==> src/ray_box_entry_face_core_assert.svh <==
// assertion macros shared by the ray box entry face rtl
`ifndef RAY_BOX_ENTRY_FACE_CORE_ASSERT_SVH
`define RAY_BOX_ENTRY_FACE_CORE_ASSERT_SVH

`ifndef ASSERT_OFF

// property must hold at every clock edge outside reset
`define RBEF_ASSERT(lbl, clk, rst_n, prop) \
	lbl: assert property (@(posedge clk) disable iff (!rst_n) (prop)) \
		else $error("rbef assertion failed");

// condition must never be true outside reset
`define RBEF_ASSERT_NEVER(lbl, clk, rst_n, cond) \
	lbl: assert property (@(posedge clk) disable iff (!rst_n) !(cond)) \
		else $error("rbef forbidden condition seen");

`else

`define RBEF_ASSERT(lbl, clk, rst_n, prop)
`define RBEF_ASSERT_NEVER(lbl, clk, rst_n, cond)

`endif

`endif

==> src/rbef_pkg.sv <==
// types, widths and face codes for the ray box entry face pipeline
package rbef_pkg;

	localparam int COORD_WIDTH = 24;
	localparam int DIFF_W      = COORD_WIDTH + 1;
	localparam int PROD_W      = COORD_WIDTH + DIFF_W;
	localparam int COF_W       = PROD_W + 1;
	localparam int NUM_FIELDS  = 12;
	localparam int IN_W        = NUM_FIELDS * COORD_WIDTH;
	localparam int IN_TDATA_W  = ((IN_W + 7) / 8) * 8;
	localparam int FACE_W      = 3;
	localparam int OUT_TDATA_W = ((FACE_W + 7) / 8) * 8;

	typedef logic signed [COORD_WIDTH-1:0] coord_t;
	typedef logic signed [DIFF_W-1:0]      diff_t;
	typedef logic signed [PROD_W-1:0]      prod_t;
	typedef logic signed [COF_W-1:0]       cof_t;

	typedef enum logic [FACE_W-1:0] {
		FACE_MISS,
		FACE_A,
		FACE_B,
		FACE_C,
		FACE_D,
		FACE_E,
		FACE_F
	} face_t;

	// input item, origin_x in the lowest bits
	typedef struct packed {
		coord_t corner_lo_z;
		coord_t corner_lo_y;
		coord_t corner_lo_x;
		coord_t corner_hi_z;
		coord_t corner_hi_y;
		coord_t corner_hi_x;
		coord_t dir_z;
		coord_t dir_y;
		coord_t dir_x;
		coord_t origin_z;
		coord_t origin_y;
		coord_t origin_x;
	} in_item_t;

	// origin minus box corner per axis, 0 = upper corner, 7 = lower corner
	typedef struct packed {
		coord_t dir_x;
		coord_t dir_y;
		coord_t dir_z;
		diff_t  bx0;
		diff_t  bx7;
		diff_t  by0;
		diff_t  by7;
		diff_t  bz0;
		diff_t  bz7;
	} diff_set_t;

	// cross products of direction and corner offsets
	typedef struct packed {
		prod_t zx0;
		prod_t zx7;
		prod_t xz0;
		prod_t xz7;
		prod_t yz0;
		prod_t yz7;
		prod_t zy0;
		prod_t zy7;
		prod_t yx0;
		prod_t yx7;
		prod_t xy0;
		prod_t xy7;
	} prod_set_t;

	// edge orientation tests, one bit per box edge
	typedef struct packed {
		logic e01;
		logic e12;
		logic e23;
		logic e30;
		logic e67;
		logic e74;
		logic e45;
		logic e56;
		logic e36;
		logic e50;
		logic e14;
		logic e72;
	} edge_set_t;

endpackage

==> src/rbef_diff_stage.sv <==
// stage 1: corner offsets of the ray origin
module rbef_diff_stage (
	input  logic                clk,
	input  logic                arst_n,
	input  logic                in_valid,
	output logic                in_ready,
	input  rbef_pkg::in_item_t  in_data,
	output logic                out_valid,
	input  logic                out_ready,
	output rbef_pkg::diff_set_t out_data
);

	logic                valid_s1;
	rbef_pkg::diff_set_t data_s1;
	rbef_pkg::diff_set_t data_d;

	always_comb begin
		data_d.dir_x = in_data.dir_x;
		data_d.dir_y = in_data.dir_y;
		data_d.dir_z = in_data.dir_z;
		data_d.bx0 = rbef_pkg::diff_t'(in_data.origin_x) - rbef_pkg::diff_t'(in_data.corner_hi_x);
		data_d.bx7 = rbef_pkg::diff_t'(in_data.origin_x) - rbef_pkg::diff_t'(in_data.corner_lo_x);
		data_d.by0 = rbef_pkg::diff_t'(in_data.origin_y) - rbef_pkg::diff_t'(in_data.corner_hi_y);
		data_d.by7 = rbef_pkg::diff_t'(in_data.origin_y) - rbef_pkg::diff_t'(in_data.corner_lo_y);
		data_d.bz0 = rbef_pkg::diff_t'(in_data.origin_z) - rbef_pkg::diff_t'(in_data.corner_hi_z);
		data_d.bz7 = rbef_pkg::diff_t'(in_data.origin_z) - rbef_pkg::diff_t'(in_data.corner_lo_z);
	end

	assign in_ready = !valid_s1 || out_ready;

	always_ff @(posedge clk or negedge arst_n) begin
		if (!arst_n) begin
			valid_s1 <= 1'b0;
		end else if (in_ready) begin
			valid_s1 <= in_valid;
		end
	end

	always_ff @(posedge clk) begin
		if (in_ready && in_valid) begin
			data_s1 <= data_d;
		end
	end

	assign out_valid = valid_s1;
	assign out_data  = data_s1;

endmodule

==> config.mk <==
export PLATFORM = sky130hd
export DESIGN_NAME = rbef_diff_stage
export DESIGN_NICKNAME = d
export VERILOG_FILES = /design/src/ray_box_entry_face_core_assert.svh /design/src/rbef_pkg.sv /design/src/rbef_diff_stage.sv
export SDC_FILE = /design/constraint.sdc
export NUM_CORES = 1
export LEC_CHECK = 0
export ABC_AREA = 0
export BUFFER_PORTS_ARGS = -buffer_cell sky130_fd_sc_hd__buf_2
export CORE_AREA = 8 8 193 195
export CTS_BUF_LIST = sky130_fd_sc_hd__clkbuf_8
export DETAILED_ROUTE_END_ITERATION = 7
export DIE_AREA = 0 0 201 203
export PLACE_DENSITY_LB_ADDON = 0.12
export SYNTH_ARGS = -nofsm -noshare
export SYNTH_HDL_FRONTEND = slang
export SYNTH_SLANG_ARGS = --single-unit
==> constraint.sdc <==
create_clock -name clk -period 7.2 [get_ports clk]
set_input_delay 0.36 -clock clk [delete_from_list [all_inputs] [get_ports clk]]
set_output_delay 0.36 -clock clk [all_outputs]
set_load 0.05 [all_outputs]
# == After elaboration in Yosys (flattened, before gate mapping) ==
# Index checks and enable logic that the tools add are counted.
# Widths: inputs -> output; s select.
# classes
n_addsub,6
n_reduce_logical,3
# ops
operator,count
$sub 24x24->25,6
$logic_and 1x1->1,1
$logic_not 1->1,1
$logic_or 1x1->1,1
# word_totals
word_cells,19
ff_bits,223
output_inout_bits,224

# == Longest topological paths before layout ==
# Gate-level depths: netlist of the first run.
# depth
depth_word,3
depth_mapped,10
depth_no_buf,10

# == Worst setup path before layout of the first run ==
# No wires, ideal clock.
# synth_timing
path_kind,register to register
start,reg valid_s1 (netlist: out_valid)
end,"reg data_s1, in the netlist out_data[0] (enable)"
required_ns,6.591
path_stages_with_launch,3
arrival_time_ns,6.178
setup_ns,0.609
setup_slack_ns,0.413
path_cell_list,dfrtp_1 > nand2b_1 > and2_1
# synth_via
elab_chain_len,3
# synth_lines
item,line_no,source
from (decl),rbef_diff_stage.sv:13,logic valid_s1;
from (signal assigned),rbef_diff_stage.sv:35,valid_s1 <= in_valid;
$logic_not 1->1,rbef_diff_stage.sv:29,assign in_ready = !valid_s1 || out_ready;
$logic_or 1x1->1,rbef_diff_stage.sv:29,
via in_ready,rbef_diff_stage.sv:6,"output logic in_ready,"
$logic_and 1x1->1,rbef_diff_stage.sv:40,if (in_ready && in_valid) begin
to (signal assigned),rbef_diff_stage.sv:41,data_s1 <= data_d;
to (decl),rbef_diff_stage.sv:14,rbef_pkg::diff_set_t data_s1;
# The timed path passes the listed nets, and every way through them passes these cells.
# A chain may end at the register's enable or synchronous reset.

# == Worst setup path after layout of the first run ==
# layout_timing
start,reg valid_s1 (netlist: out_valid)
end,"reg data_s1, in the netlist out_data[124] (enable)"
# layout_via
elab_chain_len,3
# layout_lines
item,line_no
$logic_not 1->1,rbef_diff_stage.sv:29
$logic_or 1x1->1,rbef_diff_stage.sv:29
$logic_and 1x1->1,rbef_diff_stage.sv:40
# No other way between the ends.

==> results.sh, run 1 <==
export IMPL_status="finished, final reports clean"
export IMPL_finalCritPeriodShare_pct=36.1
export IMPL_synth_edf_count=222
export IMPL_ys_flop_type="edfxtp_1"
export IMPL_async_flop_share_pct=0.448
export IMPL_final_max_slew_violation_count=0
export IMPL_num_io_pins=516
export IMPL_p_leak_uw=0.00910
export IMPL_worst_slew_pin_slew_ns=0.978
export IMPL_cp_end_kind="flop"
export IMPL_area_growth_pct=31.1
export IMPL_relSlewSlack_pct=34.8
export IMPL_synth_most_common_cell="edfxtp_1"
export IMPL_drc_errors=0
export IMPL_required_ns=7.38
export IMPL_die_area_sq_um=40800
export IMPL_slowest_stage="buf_4"
export IMPL_cp_cell_sequence="nand2b_1 > and2_4 > buf_4"
export IMPL_clk_pin_slew_worst_paths_ns=0.05
export IMPL_finalClockSkew_ns=0.00943
export IMPL_startpoint_type="flop"
export IMPL_syn_inst=1441
export IMPL_syn_num_nets=1883
export IMPL_setup_worst_path_class="reg -> reg"
export IMPL_wl_per_cell_microns=19.3
export IMPL_grt_pass1_wl_microns=74700
export IMPL_synth_top_cell_area_share_pct=45.2
export IMPL_place_gp_congestion=0.908
export IMPL_grt_max_degree=75
export IMPL_wl_microns=49200
export IMPL_drive_gt1_share_pct=28.4
export IMPL_fin_cells=2547
export IMPL_ant_nets=0
export IMPL_antenna_found_initial=10
export IMPL_path_delay_family="simple AND/OR/NAND/NOR gates"
export IMPL_syn_area_per_cell_sq_um=10.2
export IMPL_hold_viol_final=0
export IMPL_htree_levels=2
export IMPL_synth_warnings=0
export IMPL_ff2ff_setup_slack_ns=4.60
export IMPL_initial_core_util_pct=43.2
export IMPL_max_stage_delay_ns=0.84
export IMPL_max_clock_path_buffers=3
export IMPL_vias=13200
export IMPL_grt_ovfl_total=0
export IMPL_ys_top_cells_by_count="edfxtp_1, inv_1, ha_1"
export IMPL_vdd_drop_max_uv=155
export IMPL_cts_sinks=223
export IMPL_core_area_sq_um=34100
export IMPL_drtIter0Drc=531
export IMPL_cts_tree="done"
export IMPL_worstPathMaxFanout=74
export IMPL_ys_seq_area_share_pct=45.4
export IMPL_clkLatencyLatePin_ns=0.57
export IMPL_setup_viol=0
export IMPL_synth_top_area_cell="edfxtp_1"
export IMPL_fmax_mhz=385
export IMPL_synth_area_leaders="edfxtp_1, ha_1, inv_1"
export IMPL_dr_pass1_iters=5
export IMPL_pwr_density_cell_nw_per_um2=219
export IMPL_grt_usage_pct=23.0
export IMPL_fin_util_pct=56.6
export IMPL_final_setup_tns_ns=0
export IMPL_die_w_microns=201
export IMPL_numCtsBuffers=40
export IMPL_rsz0062_at_grt="no"
export IMPL_vias_per_cell=5.18
export IMPL_drv_cap=0
export IMPL_synth_area_sq_um=14700
export IMPL_power_total_uw=4240
export IMPL_cts_resized=0
export IMPL_numPlacedInstances=2395
export IMPL_place_area_sq_um=17800
export IMPL_stdcell_area_sq_um=19300
export IMPL_synth_distinct_cells=81
export IMPL_rows=68
export IMPL_multi_input_area_sq_um=7220
export IMPL_ys_ff_latch=223
export IMPL_arrival_ns=2.78
export IMPL_fin_nets=2498
export IMPL_seqCellArea_sq_um=6690
export IMPL_fillers=3090
export IMPL_grt_pass1_vias=13400
export IMPL_crit_buf_inv=1
export IMPL_min_delay_path_class="in -> reg"
export IMPL_dpl_hpwl_microns=39600
export IMPL_portBuffers=515
export IMPL_cts_root_buf="clkbuf_8"
export IMPL_die_h_microns=203
export IMPL_period_minus_slack_ns=2.60
-- stage by stage --
step / setup slack (ns) / hold slack (ns)
after global placement: 4.22 / 0.137
after detailed placement: 4.14 / 0.143
after floorplan: 0.413 / 0.0644
after CTS: 4.55 / 0.0623
final: 4.60 / 0.123
after global routing: 4.42 / 0.0953
-- cells by family after synthesis --
group / Yosys count / share of synthesized area [%]
AOI/OAI and AO/OA: 398 / 17.8
xor gates and xnor gates: 106 / 6.30
adders and majority gates: 150 / 13.0
buffers and inverters: 213 / 5.64
DFF: 223 / 45.4
muxes: 2 / 0.144
and+or+nand+nor: 349 / 11.7
-- cells in the final DEF (no fill, tap or decap), types with 26 or more instances in the layout --
master	Yosys	layout
nand3_1	33	33
inv_1	194	212
xnor2_1	80	80
nor2_1	101	101
o21a_1	35	35
dlygate4sd3_1	0	74
nor3_1	29	29
a21o_1	46	46
a21oi_1	123	123
xor2_1	26	26
o21ai_0	50	50
buf_2	3	515
edfxtp_1	222	222
ha_1	144	144
nand2_1	77	77
clkbuf_8	0	40
-- repair_timing --
action	in CTS	in global routing
setup buffers	0	0
hold buffers	74	0
hold endpoints to repair	74	0
-- sequential cells by signal (all words and copies together) (netlist names) --
| signal | cells |
|---|---|
| out_data | 222 |
| out_valid | 1 |
-- worst min-delay path, delay by kind of cell --
family / cells / cell delay, ns
buf+inv: 1 / 0.07
simple gates: 2 / 0.21
-- worst paths after layout --
path | to | cells after the start | start
worst max-delay path | out_data[124] | 3 | out_valid
worst min-delay path | out_valid | 3 | out_ready
worst max register to register | out_data[124] | 3 | out_valid
worst min register to register | out_valid | 2 | out_valid
max in group asynchronous | out_valid | 2 | arst_n
min in group asynchronous | out_valid | 2 | arst_n
-- area by class of cell --
class,instances,share of cell area (%)
antenna,7,0.0907
clock buffer,40,2.85
clock inverter,31,1.06
inverter,194,3.77
multi-input combinational,1005,37.4
sequential,223,34.6
tap,455,2.95
timing repair buffer,592,17.3
-- power by group --
group | switching [uW] | internal (uW) | leakage (uW)
Clock | 553 | 599 | 0.000457
Combinational | 975 | 473 | 0.00652
Sequential | 32.8 | 1610 | 0.00212
Total | 1560 | 2680 | 0.00910
-- per-layer routing --
| layer | global-route usage [%] | vias to the layer above | part of all wire [%] |
|---|---|---|---|
| li1 | - | 6496 | - |
| met2 | 38.7 | 512 | 47 |
| met5 | 0 | - | 0.073 |
| met1 | 26.7 | 6085 | 40 |
| met4 | 10.4 | 6 | 3.9 |
| met3 | 7.12 | 96 | 8.2 |
Note: power is estimated with default switching activity, not from simulation.
==> run 2, diff against run 1 <==
--- a/config.mk
+++ b/config.mk
@@ -5,12 +5,12 @@
 export SDC_FILE = /design/constraint.sdc
 export NUM_CORES = 1
 export LEC_CHECK = 0
-export ABC_AREA = 0
+export ABC_AREA = 1
 export BUFFER_PORTS_ARGS = -buffer_cell sky130_fd_sc_hd__buf_2
-export CORE_AREA = 8 8 193 195
+export CORE_AREA = 8 8 196 198
 export CTS_BUF_LIST = sky130_fd_sc_hd__clkbuf_8
 export DETAILED_ROUTE_END_ITERATION = 7
-export DIE_AREA = 0 0 201 203
+export DIE_AREA = 0 0 204 206
 export PLACE_DENSITY_LB_ADDON = 0.12
 export SYNTH_ARGS = -nofsm -noshare
 export SYNTH_HDL_FRONTEND = slang
==> constraint.sdc (replaced) <==
create_clock -name clk -period 2.45 [get_ports clk]
set_input_delay 0.1225 -clock clk [delete_from_list [all_inputs] [get_ports clk]]
set_output_delay 0.1225 -clock clk [all_outputs]
set_load 0.05 [all_outputs]
==> run 2 against run 1 <==
Compared with the run above: via count grew 41%; sequential power increased to 2.9 times the previous value; final area rose by 19%; utilization rose by 8.9 points; synthesized area increased by 23%; clock power grew to 3.3 times the previous value; setup slack got worse by 4.0 ns; combinational power grew to 3.4 times the previous value; global-route usage rose by 7.8 points; register-to-register slack got worse by 3.7 ns; critical endpoint is now out_data[74]; largest cell class unchanged.
==> results.sh, run 2 <==
export IMPL_status="finished, final reports clean"
export IMPL_synth_compound_area_share_pct=2.05
export IMPL_synth_area_sq_um=18100
export IMPL_syn_inst=2655
export IMPL_antenna_found_initial=6
export IMPL_fin_cells=3808
export IMPL_die_h_microns=206
export IMPL_power_total_uw=13400
export IMPL_syn_area_per_cell_sq_um=6.80
export IMPL_pwr_density_cell_nw_per_um2=582
export IMPL_hold_viol_final=0
export IMPL_grt_busiest_layer="met2"
export IMPL_clk_pin_slew_worst_paths_ns=0.06
export IMPL_yosys_area_share_adder_pct=10.6
export IMPL_holdCritStartpoint="in_data[0]"
export IMPL_grt_pass1_wl_microns=101000
export IMPL_stdcell_area_sq_um=23100
export IMPL_cp_common_cell="nand2_1"
export IMPL_fillers=3220
export IMPL_setup_worst_path_class="in -> reg"
export IMPL_ff2ff_path_depth=2
export IMPL_arrival_ns=2.25
export IMPL_hold_buffers=91
export IMPL_ys_ff_latch=223
export IMPL_ys_flop_type="edfxtp_1"
export IMPL_worstPathMaxFanout=4
export IMPL_period_minus_slack_ns=1.90
export IMPL_wl_microns=66800
export IMPL_synth_most_common_cell="nand2_1"
export IMPL_cts_root_buf="clkbuf_8"
export IMPL_die_area_sq_um=42000
export IMPL_async_flop_share_pct=0.448
export IMPL_p_leak_uw=0.0135
export IMPL_cp_cell_sequence="dlygate4sd3_1 > buf_2 > ha_1 > fa_1 > inv_1 > nand2_1 > nand2_1 > nand3_1 > nand2_1 > nand2_1 > nand4_1 > nand2_1"
export IMPL_drv_cap=0
export IMPL_finalClockSkew_ns=0.0181
export IMPL_worst_slew_pin_slew_ns=0.409
export IMPL_synth_area_leaders="edfxtp_1, nand2_1, inv_1"
export IMPL_min_delay_path_class="in -> reg"
export IMPL_ff2ff_setup_slack_ns=0.91
export IMPL_postCtsSetupBuffers=0
export IMPL_hold_depth=4
export IMPL_fmax_mhz=528
export IMPL_area_growth_pct=27.8
export IMPL_syn_num_nets=3097
export IMPL_synth_top_family_by_area="simple AND/OR/NAND/NOR gates"
export IMPL_vias=18600
export IMPL_synthMuxAreaShare_pct=0
export IMPL_reg2reg_to="out_data[68]"
export IMPL_drc_errors=0
export IMPL_grt_max_degree=61
export IMPL_rsz0062_at_grt="no"
export IMPL_num_io_pins=516
export IMPL_drtIter0Drc=1335
export IMPL_finalCritPeriodShare_pct=77.4
export IMPL_numCtsBuffers=41
export IMPL_rows=69
export IMPL_slowest_stage="dlygate4sd3_1"
export IMPL_required_ns=2.81
export IMPL_fin_nets=3753
export IMPL_cp_end_kind="flop"
export IMPL_cts_tree="done"
export IMPL_layout_commonest_cell="nand2_1"
export IMPL_dpl_hpwl_microns=55700
export IMPL_largest_register_ffs=222
export IMPL_synth_top_area_cell="edfxtp_1"
export IMPL_gr_usage_met1_pct=35.3
export IMPL_ys_top_cells_by_count="nand2_1, inv_1, edfxtp_1"
export IMPL_clkLatencyLatePin_ns=0.63
export IMPL_use_met2_pct=54.2
export IMPL_max_clock_path_buffers=3
export IMPL_numPlacedInstances=3638
export IMPL_vias_per_cell=4.88
export IMPL_dr_pass1_iters=6
export IMPL_ant_nets=0
export IMPL_synth_edf_count=222
export IMPL_synth_warnings=0
export IMPL_grt_pass1_vias=18700
export IMPL_ys_seq_area_share_pct=37.1
export IMPL_place_area_sq_um=21300
export IMPL_max_stage_delay_ns=0.56
export IMPL_synth_top_cell_area_share_pct=36.9
export IMPL_final_max_slew_violation_count=0
export IMPL_portBuffers=515
export IMPL_whs_ns=0.0362
export IMPL_synth_xor_area_share_pct=3.69
export IMPL_cts_sinks=223
export IMPL_die_w_microns=204
export IMPL_core_area_sq_um=35200
export IMPL_relSlewSlack_pct=72.7
export IMPL_synth_distinct_cells=18
export IMPL_reg2reg_from="out_valid"
export IMPL_grt_use_met3_pct=5.96
export IMPL_synth_simple_area_share_pct=32.4
export IMPL_initial_core_util_pct=51.3
export IMPL_place_gp_congestion=1.03
export IMPL_drive_gt1_share_pct=18.2
export IMPL_grt_ovfl_total=0
export IMPL_setup_viol=0
export IMPL_cts_resized=0
export IMPL_grt_usage_pct=30.8
export IMPL_startpoint_type="input port"
export IMPL_final_cell_mix="nand2_1, inv_1, buf_2"
export IMPL_vdd_drop_max_uv=459
export IMPL_hold_path_endpoint="out_data[100]"
export IMPL_wl_per_cell_microns=17.5
export IMPL_htree_levels=2
[run 2: routing by layer]
layer / up-vias / share of wire (%) / wire length, microns
met2: 717 / 48 / 32200
met4: 4 / 5.1 / 3430
met5: - / 0.028 / 19
met1: 8357 / 39 / 26100
li1: 9342 / - / -
met3: 148 / 7.6 / 5070
[run 2: area by class of cell]
class / instances / area (sq um) / area share [%]
tap: 461 / 577 / 2.50
antenna: 5 / 12.5 / 0.0542
inverter: 682 / 2560 / 11.1
clock inverter: 33 / 259 / 1.12
clock buffer: 41 / 564 / 2.45
timing repair buffer: 613 / 3590 / 15.6
sequential: 223 / 6690 / 29.0
multi-input combinational: 1750 / 8820 / 38.2
[run 2: worst max-delay path by stage]
stage,slack (ns),end,startpoint
6_report,0.55,out_data[74],in_data[240]
5_1_grt,0.50,out_data[74],in_data[240]
4_1_cts,0.64,out_data[74],in_data[240]
3_5_place_dp,0.45,out_data[74],in_data[24]
3_3_place_gp,0.48,out_data[68],in_data[33]
2_1_floorplan,-2.29,out_data[0],out_valid
[run 2: per-stage QoR]
stage | setup WS, ns | setup TNS (ns) | utilization, %
6_report | 0.554 | 0 | 65.5
5_1_grt | 0.502 | 0 | 65.5
3_3_place_gp | 0.475 | 0 | 60.5
2_1_floorplan | -2.29 | -507.87 | -
4_1_cts | 0.639 | 0 | 65.5
3_5_place_dp | 0.446 | 0 | 60.5
[run 2: cell families (layout without fill, tap and decap cells)]
group                    count (synthesis)  in the layout
AO/OA/AOI/OAI                           74             74
AND/OR/NAND/NOR                       1450           1450
buffers and inverters                  682           1369
XOR/XNOR                                76             76
flip-flops                             223            223
other                                    0              5
adder cells (fa/ha/maj)                150            150
[run 2: critical path: cells and delay by family]
family,cells,cell delay [ns]
adder cells (fa/ha/maj),2,0.63
buffers and inverters,3,0.81
AND/OR/NAND/NOR,7,0.70
[run 2: where the power goes]
group          internal [uW]  switching, uW  leakage [uW]  total, uW
sequential              4700            123       0.00213       4830
combinational           1410           3450        0.0109       4860
clock                   2000           1750      0.000464       3750
total                   8120           5320        0.0135      13400
==> run 3, diff against run 2 <==
--- a/config.mk
+++ b/config.mk
@@ -5,12 +5,12 @@
 export SDC_FILE = /design/constraint.sdc
 export NUM_CORES = 1
 export LEC_CHECK = 0
-export ABC_AREA = 1
+export ABC_AREA = 0
 export BUFFER_PORTS_ARGS = -buffer_cell sky130_fd_sc_hd__buf_2
-export CORE_AREA = 8 8 196 198
+export CORE_AREA = 8 8 192 194
 export CTS_BUF_LIST = sky130_fd_sc_hd__clkbuf_8
 export DETAILED_ROUTE_END_ITERATION = 7
-export DIE_AREA = 0 0 204 206
+export DIE_AREA = 0 0 200 202
 export PLACE_DENSITY_LB_ADDON = 0.12
 export SYNTH_ARGS = -nofsm -noshare
 export SYNTH_HDL_FRONTEND = slang
==> constraint.sdc (replaced) <==
create_clock -name clk -period 1.7 [get_ports clk]
set_input_delay 0.085 -clock clk [delete_from_list [all_inputs] [get_ports clk]]
set_output_delay 0.085 -clock clk [all_outputs]
set_load 0.05 [all_outputs]
==> run 3 against run 2 <==
Compared with the run above: the run now ends with negative setup slack left; non-clock buffer count grew 355; wire length fell by 20%; critical path depth fell by 1; clock power increased by 43%; largest power group unchanged; highest routed layer unchanged.
==> results.sh, run 3 (synthesized netlist as in run 1, its figures left out) <==
export IMPL_status="complete, but fails checks"
export IMPL_violations="negative setup slack"
export IMPL_rows=68
export IMPL_antenna_found_initial=8
export IMPL_final_cell_mix="buf_2, buf_4, edfxtp_1"
export IMPL_hold_viol_final=0
export IMPL_place_gp_congestion=0.952
export IMPL_crit_buf_inv=2
export IMPL_drc_errors=0
export IMPL_slowest_stage="a2111oi_4"
export IMPL_vdd_drop_max_uv=560
export IMPL_vias_per_cell=5.02
export IMPL_setup_worst_path_class="in -> reg"
export IMPL_period_minus_slack_ns=1.85
export IMPL_path_delay_family="compound AO/OA/AOI/OAI gates"
export IMPL_ant_nets=0
export IMPL_area_growth_pct=60.5
export IMPL_setup_viol=10
export IMPL_portBuffers=515
export IMPL_arrival_ns=2.16
export IMPL_layout_commonest_cell="buf_2"
export IMPL_htree_levels=2
export IMPL_fin_nets=2875
export IMPL_dr_pass1_iters=5
export IMPL_relSlewSlack_pct=64.0
export IMPL_grt_pass1_wl_microns=80100
export IMPL_wl_microns=53800
export IMPL_reg2reg_from="out_valid"
export IMPL_fillers=2604
export IMPL_startpoint_type="input port"
export IMPL_cp_end_kind="flop"
export IMPL_fmax_mhz=540
export IMPL_grt_pass1_vias=15300
export IMPL_power_total_uw=20100
export IMPL_dpl_hpwl_microns=42300
export IMPL_hold_depth=3
export IMPL_place_area_sq_um=21500
export IMPL_core_area_sq_um=33900
export IMPL_largest_register_ffs=222
export IMPL_stdcell_area_sq_um=23700
export IMPL_die_h_microns=202
export IMPL_max_clock_path_buffers=3
export IMPL_die_area_sq_um=40400
export IMPL_ff2ff_setup_slack_ns=0.26
export IMPL_cp_cell_sequence="buf_12 > inv_16 > ha_4 > fa_2 > nor2b_1 > o21ai_1 > a21o_2 > a2111oi_4 > o211ai_1 > a2111oi_2 > o22ai_1"
export IMPL_clkLatencyLatePin_ns=0.57
export IMPL_cts_sinks=223
export IMPL_num_io_pins=516
export IMPL_numCtsBuffers=41
export IMPL_clk_pin_slew_worst_paths_ns=0.06
export IMPL_hold_path_endpoint="out_data[48]"
export IMPL_reg2reg_to="out_data[118]"
export IMPL_max_stage_delay_ns=0.35
export IMPL_fin_ws_ns=-0.152
export IMPL_cts_tree="done"
export IMPL_cts_root_buf="clkbuf_8"
export IMPL_drive_gt1_share_pct=45.4
export IMPL_drv_cap=0
export IMPL_finalClockSkew_ns=0.0209
export IMPL_grt_max_degree=68
export IMPL_pwr_density_cell_nw_per_um2=851
export IMPL_required_ns=2.00
export IMPL_grt_usage_pct=25.2
export IMPL_worstPathMaxFanout=4
export IMPL_grt_ovfl_total=0
export IMPL_initial_core_util_pct=43.4
export IMPL_worst_slew_pin_slew_ns=0.526
export IMPL_p_leak_uw=0.0111
export IMPL_min_delay_path_class="in -> reg"
export IMPL_vias=14700
export IMPL_holdCritStartpoint="in_data[71]"
export IMPL_final_max_slew_violation_count=0
export IMPL_drtIter0Drc=627
export IMPL_wl_per_cell_microns=18.4
export IMPL_rsz0062_at_grt="yes"
export IMPL_die_w_microns=200
export IMPL_finalCritPeriodShare_pct=109
export IMPL_place_ws_ns=-0.836
export IMPL_ff2ff_path_depth=3
-- run 3: what timing repair did --
item	CTS	global route
endpoints found under the hold margin	84	0
hold buffers	87	0
pin swaps	16	52
endpoints found under the setup margin	26	39
buffers inserted	0	14
resized for setup	27	40
-- run 3: worst max path at each step --
stage,start,endpoint,slack (ns),cells after the start
6_report,in_data[24],out_data[99],-0.15,11
5_1_grt,in_data[24],out_data[99],-0.21,11
4_1_cts,in_data[24],out_data[99],-0.11,11
3_5_place_dp,in_data[24],out_data[99],-0.84,11
3_3_place_gp,in_data[24],out_data[99],-0.78,11
2_1_floorplan,out_valid,out_data[0],-1.07,2
-- run 3: per-layer routing --
metal	vias up	global-route usage (%)	wire, microns	share of wire, %
met4	4	11.5	2390	4.4
met3	127	6.72	4590	8.5
met1	6798	28.4	20500	38
met5	-	0	23	0.043
li1	7243	-	-	-
met2	509	43.8	26200	49
-- run 3: area by class of cell --
| type | instances | area [sq um] | share of cell area, % |
|---|---|---|---|
| inverters | 194 | 836 | 3.53 |
| diodes | 6 | 15.0 | 0.0635 |
| repair buffers | 968 | 6320 | 26.7 |
| well taps | 455 | 569 | 2.41 |
| multi-input cells | 1005 | 8410 | 35.5 |
| clock buffers | 41 | 564 | 2.38 |
| clock inverters | 30 | 253 | 1.07 |
| flip-flops and latches | 223 | 6690 | 28.3 |
-- run 3: worst min-delay path, delay by kind of cell --
| kind | cells | cell delay [ns] |
|---|---|---|
| xor+xnor | 1 | 0.07 |
| buf+inv | 1 | 0.10 |
| fa+ha+maj | 1 | 0.18 |
-- run 3: power by group --
group | switching (uW) | total, uW | internal [uW]
combinational | 4640 | 7810 | 3170
clock | 2480 | 5370 | 2890
sequential | 164 | 6960 | 6800
total | 7280 | 20100 | 12900
-- run 3: stage by stage --
step / TNS (ns) / hold slack, ns / util (%) / std cells
after floorplan: -246.34 / -0.211 / - / 1441
after global placement: -49.71 / -0.139 / 63.3 / 2744
after global routing: -1.56 / 0.0288 / 69.7 / 2922
after detailed placement: -52.57 / -0.138 / 63.3 / 2744
after CTS: -0.109 / 0.00252 / 68.7 / 2902
final: -0.698 / 0.0375 / 69.7 / 2922
